File: src/rtl/pfc_pkg.sv
// Package for the frame checker: frame layout, register indexes, verdict codes
// and the CRC-32C / FNV-1a 64 byte-step functions.
// No dependencies.
`default_nettype none

package pfc_pkg;

	// Frame layout
	localparam int MAX_PAYLOAD = 65536;
	localparam int HDR_BYTES   = 16;
	localparam int TRL_BYTES   = 12;
	localparam int CRC_BYTES   = 4;
	localparam int MAGIC_BYTES = 8;
	localparam int VER_END     = 12;
	localparam int COUNT_SAT   = MAX_PAYLOAD + HDR_BYTES + TRL_BYTES + 1;
	localparam int CNT_W       = $clog2(COUNT_SAT + 1);

	// Configuration port
	localparam int CFG_IDX_W  = 8;
	localparam int CFG_DATA_W = 64;
	localparam int MAXP_W     = 17;

	localparam logic [CFG_IDX_W-1:0] CFG_MAGIC   = 8'd0;
	localparam logic [CFG_IDX_W-1:0] CFG_VERSION = 8'd1;
	localparam logic [CFG_IDX_W-1:0] CFG_MAXLEN  = 8'd2;

	localparam logic [63:0]       MAGIC_RST   = 64'h0;
	localparam logic [31:0]       VERSION_RST = 32'd1;
	localparam logic [MAXP_W-1:0] MAXLEN_RST  = 17'd65536;

	// Checksums
	localparam logic [31:0] CRC_POLY  = 32'h82F6_3B78;
	localparam logic [31:0] CRC_INIT  = 32'hFFFF_FFFF;
	localparam logic [63:0] FNV_BASIS = 64'hCBF2_9CE4_8422_2325;

	typedef enum logic [3:0] {
		VERD_OK        = 4'd0,
		VERD_SHORT_HDR = 4'd1,
		VERD_MAGIC     = 4'd2,
		VERD_VERSION   = 4'd3,
		VERD_OVERSIZE  = 4'd4,
		VERD_SHORT_PAY = 4'd5,
		VERD_TRAILING  = 4'd6,
		VERD_CRC       = 4'd7,
		VERD_HASH      = 4'd8
	} verdict_t;

	// Reflected CRC-32C, one byte
	function automatic logic [31:0] crc_byte(input logic [31:0] crc, input logic [7:0] b);
		logic [31:0] c;
		c = crc ^ {24'h0, b};
		for (int k = 0; k < 8; k++) begin
			c = c[0] ? ((c >> 1) ^ CRC_POLY) : (c >> 1);
		end
		return c;
	endfunction

	// FNV-1a 64 step; prime 2^40 + 0x1B3 as a sum of shifts
	function automatic logic [63:0] fnv_byte(input logic [63:0] h, input logic [7:0] b);
		logic [63:0] x;
		x = h ^ {56'h0, b};
		return (x << 40) + (x << 8) + (x << 7) + (x << 5) + (x << 4) + (x << 1) + x;
	endfunction

endpackage

`default_nettype wire

File: src/rtl/persist_frame_checker_core.sv
// Frame checker top level: input register, header/payload/trailer capture,
// running CRC-32C and FNV-1a 64, verdict and result register.
// Depends on pfc_pkg.
`default_nettype none

// Channel   Direction  Handshake              Payload
// ------    ---------  ---------------------  ------------------------------
// input     in         in_valid / in_stall    data_byte, last_byte
// result    out        out_valid / out_stall  verdict, declared_length
// config    in         cfg_valid / cfg_ready  cfg_index, cfg_data
//
// One byte per cycle sustained; a request is taken every cycle unless a final
// byte sits in the input register while an earlier verdict is still stalled.
// The verdict passes through the input register and then the result register
// before it shows on the result port; the CRC step and shift-add FNV step set
// the path.
// Reset (arst_n low) clears frame state and loads register reset values.
// A stalled verdict holds; non-final bytes keep flowing past it.

module persist_frame_checker_core (
	input  wire logic                          clk,
	input  wire logic                          arst_n,
	input  wire logic                          in_valid,
	output logic                               in_stall,
	input  wire logic [7:0]                    data_byte,
	input  wire logic                          last_byte,
	output logic                               out_valid,
	input  wire logic                          out_stall,
	output logic [3:0]                         verdict,
	output logic [31:0]                        declared_length,
	input  wire logic                          cfg_valid,
	output logic                               cfg_ready,
	input  wire logic [pfc_pkg::CFG_IDX_W-1:0] cfg_index,
	input  wire logic [pfc_pkg::CFG_DATA_W-1:0] cfg_data
);

	localparam int CW = pfc_pkg::CNT_W;

	// Configuration registers
	logic [63:0]                  magic_cfg_q;
	logic [31:0]                  version_cfg_q;
	logic [pfc_pkg::MAXP_W-1:0]   maxlen_cfg_q;

	// Input register
	logic       valid_s1;
	logic [7:0] byte_s1;
	logic       last_s1;

	// Frame state
	logic [CW-1:0] cnt_q;
	logic [63:0]   magic_q;
	logic [31:0]   version_q;
	logic [31:0]   len_q;
	logic [31:0]   crc_q;
	logic [63:0]   fnv_q;
	logic [31:0]   tcrc_q;
	logic [63:0]   thash_q;

	// Result register
	logic               out_valid_q;
	pfc_pkg::verdict_t  verdict_q;
	logic [31:0]        plen_q;

	// Next-state values
	logic [CW-1:0] cnt_nx;
	logic [63:0]   magic_nx;
	logic [31:0]   version_nx;
	logic [31:0]   len_nx;
	logic [31:0]   crc_nx;
	logic [63:0]   fnv_nx;
	logic [31:0]   tcrc_nx;
	logic [63:0]   thash_nx;
	logic [CW-1:0] rel;
	logic [CW-1:0] off;
	logic [CW-1:0] off_h;
	logic          in_pay;
	logic [31:0]   bound;
	logic [32:0]   expect_n;
	logic [32:0]   n33;
	pfc_pkg::verdict_t verd_nx;

	logic advance;
	logic out_take;

	assign cfg_ready = 1'b1;

	// Register writes take effect at once
	always_ff @(posedge clk or negedge arst_n) begin
		if (!arst_n) begin
			magic_cfg_q   <= pfc_pkg::MAGIC_RST;
			version_cfg_q <= pfc_pkg::VERSION_RST;
			maxlen_cfg_q  <= pfc_pkg::MAXLEN_RST;
		end else if (cfg_valid) begin
			case (cfg_index)
				pfc_pkg::CFG_MAGIC:   magic_cfg_q   <= cfg_data;
				pfc_pkg::CFG_VERSION: version_cfg_q <= cfg_data[31:0];
				pfc_pkg::CFG_MAXLEN:  maxlen_cfg_q  <= cfg_data[pfc_pkg::MAXP_W-1:0];
				default: ;
			endcase
		end
	end

	// A final byte must wait only while a previous verdict is stalled
	assign out_take = out_valid_q && !out_stall;
	assign advance  = valid_s1 && (!last_s1 || !out_valid_q || !out_stall);
	assign in_stall = valid_s1 && !advance;

	always_ff @(posedge clk or negedge arst_n) begin
		if (!arst_n) begin
			valid_s1 <= 1'b0;
		end else if (!in_stall) begin
			valid_s1 <= in_valid;
		end
	end

	always_ff @(posedge clk) begin
		if (in_valid && !in_stall) begin
			byte_s1 <= data_byte;
			last_s1 <= last_byte;
		end
	end

	// Byte capture and running sums for the byte in the input register
	always_comb begin
		magic_nx   = magic_q;
		version_nx = version_q;
		len_nx     = len_q;
		crc_nx     = crc_q;
		fnv_nx     = fnv_q;
		tcrc_nx    = tcrc_q;
		thash_nx   = thash_q;
		cnt_nx     = cnt_q;

		// Position relative to payload start; only used past the header
		rel    = cnt_q - CW'(pfc_pkg::HDR_BYTES);
		in_pay = len_q > 32'(rel);
		off    = rel - len_q[CW-1:0];
		off_h  = off - CW'(pfc_pkg::CRC_BYTES);

		if (32'(cnt_q) < 32'(pfc_pkg::COUNT_SAT)) begin
			cnt_nx = cnt_q + CW'(1);
			if (cnt_q < CW'(pfc_pkg::MAGIC_BYTES)) begin
				magic_nx[8*cnt_q[2:0] +: 8] = byte_s1;
			end else if (cnt_q < CW'(pfc_pkg::VER_END)) begin
				version_nx[8*cnt_q[1:0] +: 8] = byte_s1;
			end else if (cnt_q < CW'(pfc_pkg::HDR_BYTES)) begin
				len_nx[8*cnt_q[1:0] +: 8] = byte_s1;
			end else if (in_pay) begin
				crc_nx = pfc_pkg::crc_byte(crc_q, byte_s1);
				fnv_nx = pfc_pkg::fnv_byte(fnv_q, byte_s1);
			end else if (off < CW'(pfc_pkg::CRC_BYTES)) begin
				tcrc_nx[8*off[1:0] +: 8] = byte_s1;
			end else if (off < CW'(pfc_pkg::TRL_BYTES)) begin
				thash_nx[8*off_h[2:0] +: 8] = byte_s1;
			end
		end
	end

	// Verdict in priority order, from the state that includes this byte
	always_comb begin
		if (32'(maxlen_cfg_q) > 32'(pfc_pkg::MAX_PAYLOAD)) begin
			bound = 32'(pfc_pkg::MAX_PAYLOAD);
		end else begin
			bound = 32'(maxlen_cfg_q);
		end
		n33      = 33'(cnt_nx);
		expect_n = 33'(pfc_pkg::HDR_BYTES + pfc_pkg::TRL_BYTES) + {1'b0, len_nx};

		if (n33 < 33'(pfc_pkg::HDR_BYTES + pfc_pkg::TRL_BYTES)) begin
			verd_nx = pfc_pkg::VERD_SHORT_HDR;
		end else if (magic_nx != magic_cfg_q) begin
			verd_nx = pfc_pkg::VERD_MAGIC;
		end else if (version_nx != version_cfg_q) begin
			verd_nx = pfc_pkg::VERD_VERSION;
		end else if (len_nx > bound) begin
			verd_nx = pfc_pkg::VERD_OVERSIZE;
		end else if (n33 < expect_n) begin
			verd_nx = pfc_pkg::VERD_SHORT_PAY;
		end else if (n33 > expect_n) begin
			verd_nx = pfc_pkg::VERD_TRAILING;
		end else if (tcrc_nx != ~crc_nx) begin
			verd_nx = pfc_pkg::VERD_CRC;
		end else if (thash_nx != fnv_nx) begin
			verd_nx = pfc_pkg::VERD_HASH;
		end else begin
			verd_nx = pfc_pkg::VERD_OK;
		end
	end

	// Advance frame state; clear it after the final byte
	always_ff @(posedge clk or negedge arst_n) begin
		if (!arst_n) begin
			cnt_q     <= '0;
			magic_q   <= '0;
			version_q <= '0;
			len_q     <= '0;
			crc_q     <= pfc_pkg::CRC_INIT;
			fnv_q     <= pfc_pkg::FNV_BASIS;
			tcrc_q    <= '0;
			thash_q   <= '0;
		end else if (advance) begin
			if (last_s1) begin
				cnt_q     <= '0;
				magic_q   <= '0;
				version_q <= '0;
				len_q     <= '0;
				crc_q     <= pfc_pkg::CRC_INIT;
				fnv_q     <= pfc_pkg::FNV_BASIS;
				tcrc_q    <= '0;
				thash_q   <= '0;
			end else begin
				cnt_q     <= cnt_nx;
				magic_q   <= magic_nx;
				version_q <= version_nx;
				len_q     <= len_nx;
				crc_q     <= crc_nx;
				fnv_q     <= fnv_nx;
				tcrc_q    <= tcrc_nx;
				thash_q   <= thash_nx;
			end
		end
	end

	// Result register: load on a final byte, drop when taken
	always_ff @(posedge clk or negedge arst_n) begin
		if (!arst_n) begin
			out_valid_q <= 1'b0;
		end else if (advance && last_s1) begin
			out_valid_q <= 1'b1;
		end else if (out_take) begin
			out_valid_q <= 1'b0;
		end
	end

	always_ff @(posedge clk) begin
		if (advance && last_s1) begin
			verdict_q <= verd_nx;
			plen_q    <= (verd_nx == pfc_pkg::VERD_SHORT_HDR) ? 32'h0 : len_nx;
		end
	end

	assign out_valid       = out_valid_q;
	assign verdict         = verdict_q;
	assign declared_length = plen_q;

	// Checks on the block's own logic
	a_short_len_zero: assert property (@(posedge clk) disable iff (!arst_n)
		out_valid && (verdict == pfc_pkg::VERD_SHORT_HDR) |-> declared_length == 32'h0)
		else $error("short-header verdict with nonzero length");

	a_frame_restart: assert property (@(posedge clk) disable iff (!arst_n)
		advance && last_s1 |=> (cnt_q == '0) && (crc_q == pfc_pkg::CRC_INIT)
			&& (fnv_q == pfc_pkg::FNV_BASIS))
		else $error("frame state not cleared after final byte");

	a_stall_cause: assert property (@(posedge clk) disable iff (!arst_n)
		in_stall |-> valid_s1 && last_s1 && out_valid && out_stall)
		else $error("input stalled without a blocked verdict");

	a_count_sat: assert property (@(posedge clk) disable iff (!arst_n)
		advance && !last_s1 && (32'(cnt_q) == 32'(pfc_pkg::COUNT_SAT))
			|=> 32'(cnt_q) == 32'(pfc_pkg::COUNT_SAT))
		else $error("byte count left saturation");

endmodule

`default_nettype wire

File: config.mk
export PLATFORM = sky130hd
export DESIGN_NAME = persist_frame_checker_core
export DESIGN_NICKNAME = d
export VERILOG_FILES = /design/src/rtl/pfc_pkg.sv /design/src/rtl/persist_frame_checker_core.sv
export SDC_FILE = /design/constraint.sdc
export NUM_CORES = 2
export LEC_CHECK = 0
export BUFFER_PORTS_ARGS = -buffer_cell sky130_fd_sc_hd__buf_4
export CAP_MARGIN = 10
export CORE_MARGIN = 2
export CORE_UTILIZATION = 45
export DETAILED_ROUTE_END_ITERATION = 7
export GPL_ROUTABILITY_DRIVEN = 1
export HOLD_SLACK_MARGIN = 0.08
export PLACE_DENSITY = 0.68
export REMOVE_ABC_BUFFERS = 1
export SLEW_MARGIN = 20
export SYNTH_ARGS = -nofsm -noshare
export SYNTH_HDL_FRONTEND = slang
export SYNTH_SLANG_ARGS = --single-unit
File: constraint.sdc
create_clock -name clk -period 21.4 [get_ports clk]
set_clock_uncertainty 0.15 [all_clocks]
set_input_delay 2.14 -clock clk [delete_from_list [all_inputs] [get_ports clk]]
set_output_delay 2.14 -clock clk [all_outputs]
set_load 0.05 [all_outputs]
==> flow_summary_export.csv <==
group,metric,value,unit
synth,synthCells,4538,
global_routing,grt_max_degree,113,
drt,finalWirelength,129000,um
synth,ys.flop_type,"dfrtp_1",
synth,netlist_top_cells_area,"dfrtp_1 (24%), fa_1 (12%), ha_1 (5.9%), xnor2_1 (5.9%), inv_1 (4.5%)",
synth,yosys_warnings,0,
setup_path,worst_path_largest_cell_delay,0.68,ns
place,routabilityCongestion,0.9650,
setup_path,worst_setup_path_category,"reg -> reg",
setup_path,rr_worst_depth,25,
clock_tree,htree_num_levels,2,
drt,drc,0,
clock_tree,cts.reportedPaths.clkPinSlew,0.06,ns
setup_path,critPathCaptureType,"flop",
timing,fmax,118.4,MHz
drt,vias,34220,
clock_tree,tritoncts_clock_tree,"done",
worst_hold_path,hold_path.class,"reg -> reg",
clock_tree,clock_insertion_delay_worst_skew,0.65,ns
timing,layout_worst_path_cycle_share,39.45,%
drt,routed_wire_length_per_instance,22.34,um
finish,final_layout_size_suffix_gt1_share,10.85,%
global_routing,grt_pass1_wl,201000,um
setup_path,critical_path_buf_inv_count,3,
drt,drt-vias-per-instance,5.925,
finish,fill_cells,8426,
synth,netlist_area,40730,um2
setup_path,timing.critical_path.max_delay_family,"adder cells",
place,placed_area,42710,um2
synth,synth_edf_count,45,
synth,post_synth.cell_area_avg,8.976,um2
global_routing,vias_in_the_first_global_route,33420,
timing,setup_repair_after_global_routing_missed_its_margin,"false",
finish,antenna-diode-count,0,
clock_tree,clock_sinks,497,
timing,timing.hold.ws,0.3189,ns
synth,synthDominantAreaCellType,"dfrtp_1",
floorplan,fp.dieArea,92940,um2
clock_tree,clock_path_buffers,3,
floorplan,floorplan.die.width,304.9,um
setup_path,critical-path-slowest-cell,"o31ai_1",
setup_path,critPathArrivalTime,8.65,ns
synth,async_reset_ff_share,90.95,%
global_routing,grt.total_usage,27.58,%
floorplan,fp-row-count,110,
finish,final_nets,5077,
flow_run,max-cap-violations,0,
timing,timing.max_slew.rel_slack,23.91,%
drt,drt_first_iter_violations,3511,
floorplan,dieHeight,304.9,um
timing,setup_tns,0,ns
clock_tree,inserted_clock_buffers,56,
floorplan,floorplan.initialDensity,45.32,%
timing,finalHoldViolCount,0,
timing,max_slew.worst_pin.slew,1.141,ns
place,numPortBuffers,123,
power,leakage,0.01994,uW
setup_path,worst_setup_path_start_kind,"flop",
setup_path,cp.depth,25,
global_routing,globalRoute.totalOverflow,0,
floorplan,coreArea,89870,um2
clock_tree,cts-root-buf,"clkbuf_16",
synth,synth.ff_latch_count,497,
drt,detailedRoute.firstPassIterationCount,7,
power,max-vdd-ir-drop,0.2469,mV
timing,final_critical_delay_including_setup_and_external_delays,8.443,ns
setup_path,critical_path_peak_fanout,23,
timing,timing_max_transition_violations_final,0,
setup_path,crit_required,21.61,ns
synth,synth_seq_area_share,31.28,%
timing,setup-violations-final,0,
drt,ant_nets,0,
finish,final_cell_area,44580,um2
power,power.density_cell_area,110.0,nW/um2
clock_tree,postCtsHoldBufs,0,
finish,area_growth_syn_to_layout,9.436,%
synth,synthDistinctLibCells,96,
global_routing,antenna_found_initial,2,
floorplan,boundaryPins,125,
clock_tree,cts-resized-gates,0,
clock_tree,post_cts.repair.setup_buffers,0,
synth,yosys.area.top_type_share,23.96,%
place,total_half_perimeter_wirelength_after_legalization_and_detailed_placement,96870,um
worst_hold_path,min_path_cells,2,
status,outcome,"finished, final reports clean",
## metal layers
metal  routed length [um]  vias to the layer above  GRT usage [%]
met5                    0                        -              0
li1                     -                    15540              -
met1                55570                    16950          39.25
met2                58170                     1463          42.90
met4                 4958                        0          9.590
met3                10320                      259          4.068
## worst reg2reg max path, cell delays in order (launching register included)
cell	delay, ns
edfxtp_1	0.33
buf_4	0.39
xor2_1	0.66
inv_1	0.30
fa_1	0.55
inv_1	0.05
fa_1	0.47
fa_1	0.49
ha_1	0.32
ha_1	0.41
nand2_1	0.10
o21a_1	0.21
o21a_1	0.19
a21boi_0	0.41
o21ai_0	0.17
a21oi_1	0.21
nor3_1	0.07
o31ai_1	0.68
xnor2_1	0.16
nor4_1	0.40
nand4_1	0.18
nor4_1	0.39
nor4bb_1	0.34
nand4_1	0.15
nor4_1	0.30
a31oi_1	0.12
## through the flow
stage	power [uW]	setup slack [ns]	utilization (%)	std cells
4_1_cts	4871	13.12	49.58	5775
3_3_place_gp	3857	13.30	47.51	5670
6_report	4902	12.96	49.60	5775
2_1_floorplan	3048	12.65	-	4324
5_1_grt	5246	12.49	49.60	5775
3_5_place_dp	3864	13.19	47.52	5670
## cell usage in the layout, fill, tap and decap left out, drive strengths merged, types with 37 or more instances in the layout
master	netlist	layout
o22ai	42	42
dfstp	62	62
fa	246	246
mux2	123	123
inv	487	491
nor3	95	95
a21o	51	51
xor2	111	111
nand4	69	69
nor2	311	311
nor4	73	73
o21ai	304	304
buf	56	170
dfrtp	390	390
nor2b	40	40
a32o	37	37
a21oi	349	349
edfxtp	45	45
clkbuf	158	75
nand3	67	67
and2	38	38
ha	193	193
nand2	465	465
xnor2	273	273
mux2i	72	72
## path summary, 6_finish.rpt
| path | slack, ns | end | startpoint |
|---|---|---|---|
| max reg2reg | 12.96 | verdict[3] | byte_s1[7] |
| min | 0.32 | thash_q[49] | thash_q[49] |
| max | 12.96 | verdict[3] | byte_s1[7] |
| min reg2reg | 0.32 | thash_q[49] | thash_q[49] |
| min in group asynchronous | 1.39 | magic_cfg_q[28] | arst_n |
| max in group asynchronous | 16.70 | fnv_q[32] | arst_n |
## state kept, by name (all words and copies together) (netlist names)
register	count
verdict	4
magic_cfg_q	64
byte_s1	8
fnv_q	64
crc_q	32
last_s1	1
len_q	32
declared_length	32
magic_q	64
maxlen_cfg_q	17
thash_q	64
valid_s1	1
out_valid	1
cnt_q	17
version_q	32
version_cfg_q	32
tcrc_q	32
## Yosys cell counts (18+ instances only)
cell	count
inv_1	485
nand2_1	465
dfrtp_1	390
a21oi_1	347
nor2_1	310
o21ai_0	286
xnor2_1	273
fa_1	246
ha_1	193
clkbuf_1	158
mux2_2	122
xor2_1	107
nor3_1	92
mux2i_1	72
nand4_1	69
nand3_1	67
nor4_1	67
dfstp_2	62
a21o_1	51
edfxtp_1	45
o22ai_1	42
nor2b_1	40
and2_1	38
a32o_1	37
a22o_1	36
and3_1	33
a31oi_1	28
o211ai_1	27
buf_2	26
nand2b_1	24
o31ai_1	24
buf_1	21
a22oi_1	18
## cell type report
| type | instances | area [um2] | area share (%) |
|---|---|---|---|
| Clock buffer | 75 | 1574 | 3.531 |
| Tap cell | 1176 | 1471 | 3.301 |
| Clock inverter | 30 | 279.0 | 0.6259 |
| Multi-Input combinational cell | 3339 | 25390 | 56.97 |
| Timing Repair Buffer | 170 | 1287 | 2.888 |
| Sequential cell | 497 | 12740 | 28.58 |
| Inverter | 488 | 1832 | 4.109 |
## power breakdown
| part | switching [uW] | internal [uW] | leakage [uW] | total, uW |
|---|---|---|---|---|
| Sequential | 35.8 | 996 | 0.00648 | 1030 |
| Clock | 427 | 556 | 0.000906 | 983 |
| Combinational | 1850 | 1040 | 0.0125 | 2890 |
## cell families (layout without fill, tap and decap cells)
kind of cell    count (synthesis)  after routing  share of synthesized area [%]
mux                           195            195                          5.170
buf+inv                       702            763                          6.669
xor+xnor                      385            385                          8.413
other cells                     1              1                       0.009206
compound gates               1034           1034                          15.51
simple gates                 1285           1285                          14.93
flops                         497            497                          31.28
fa+ha+maj                     439            439                          18.02
(Power assumes the default switching activity.)
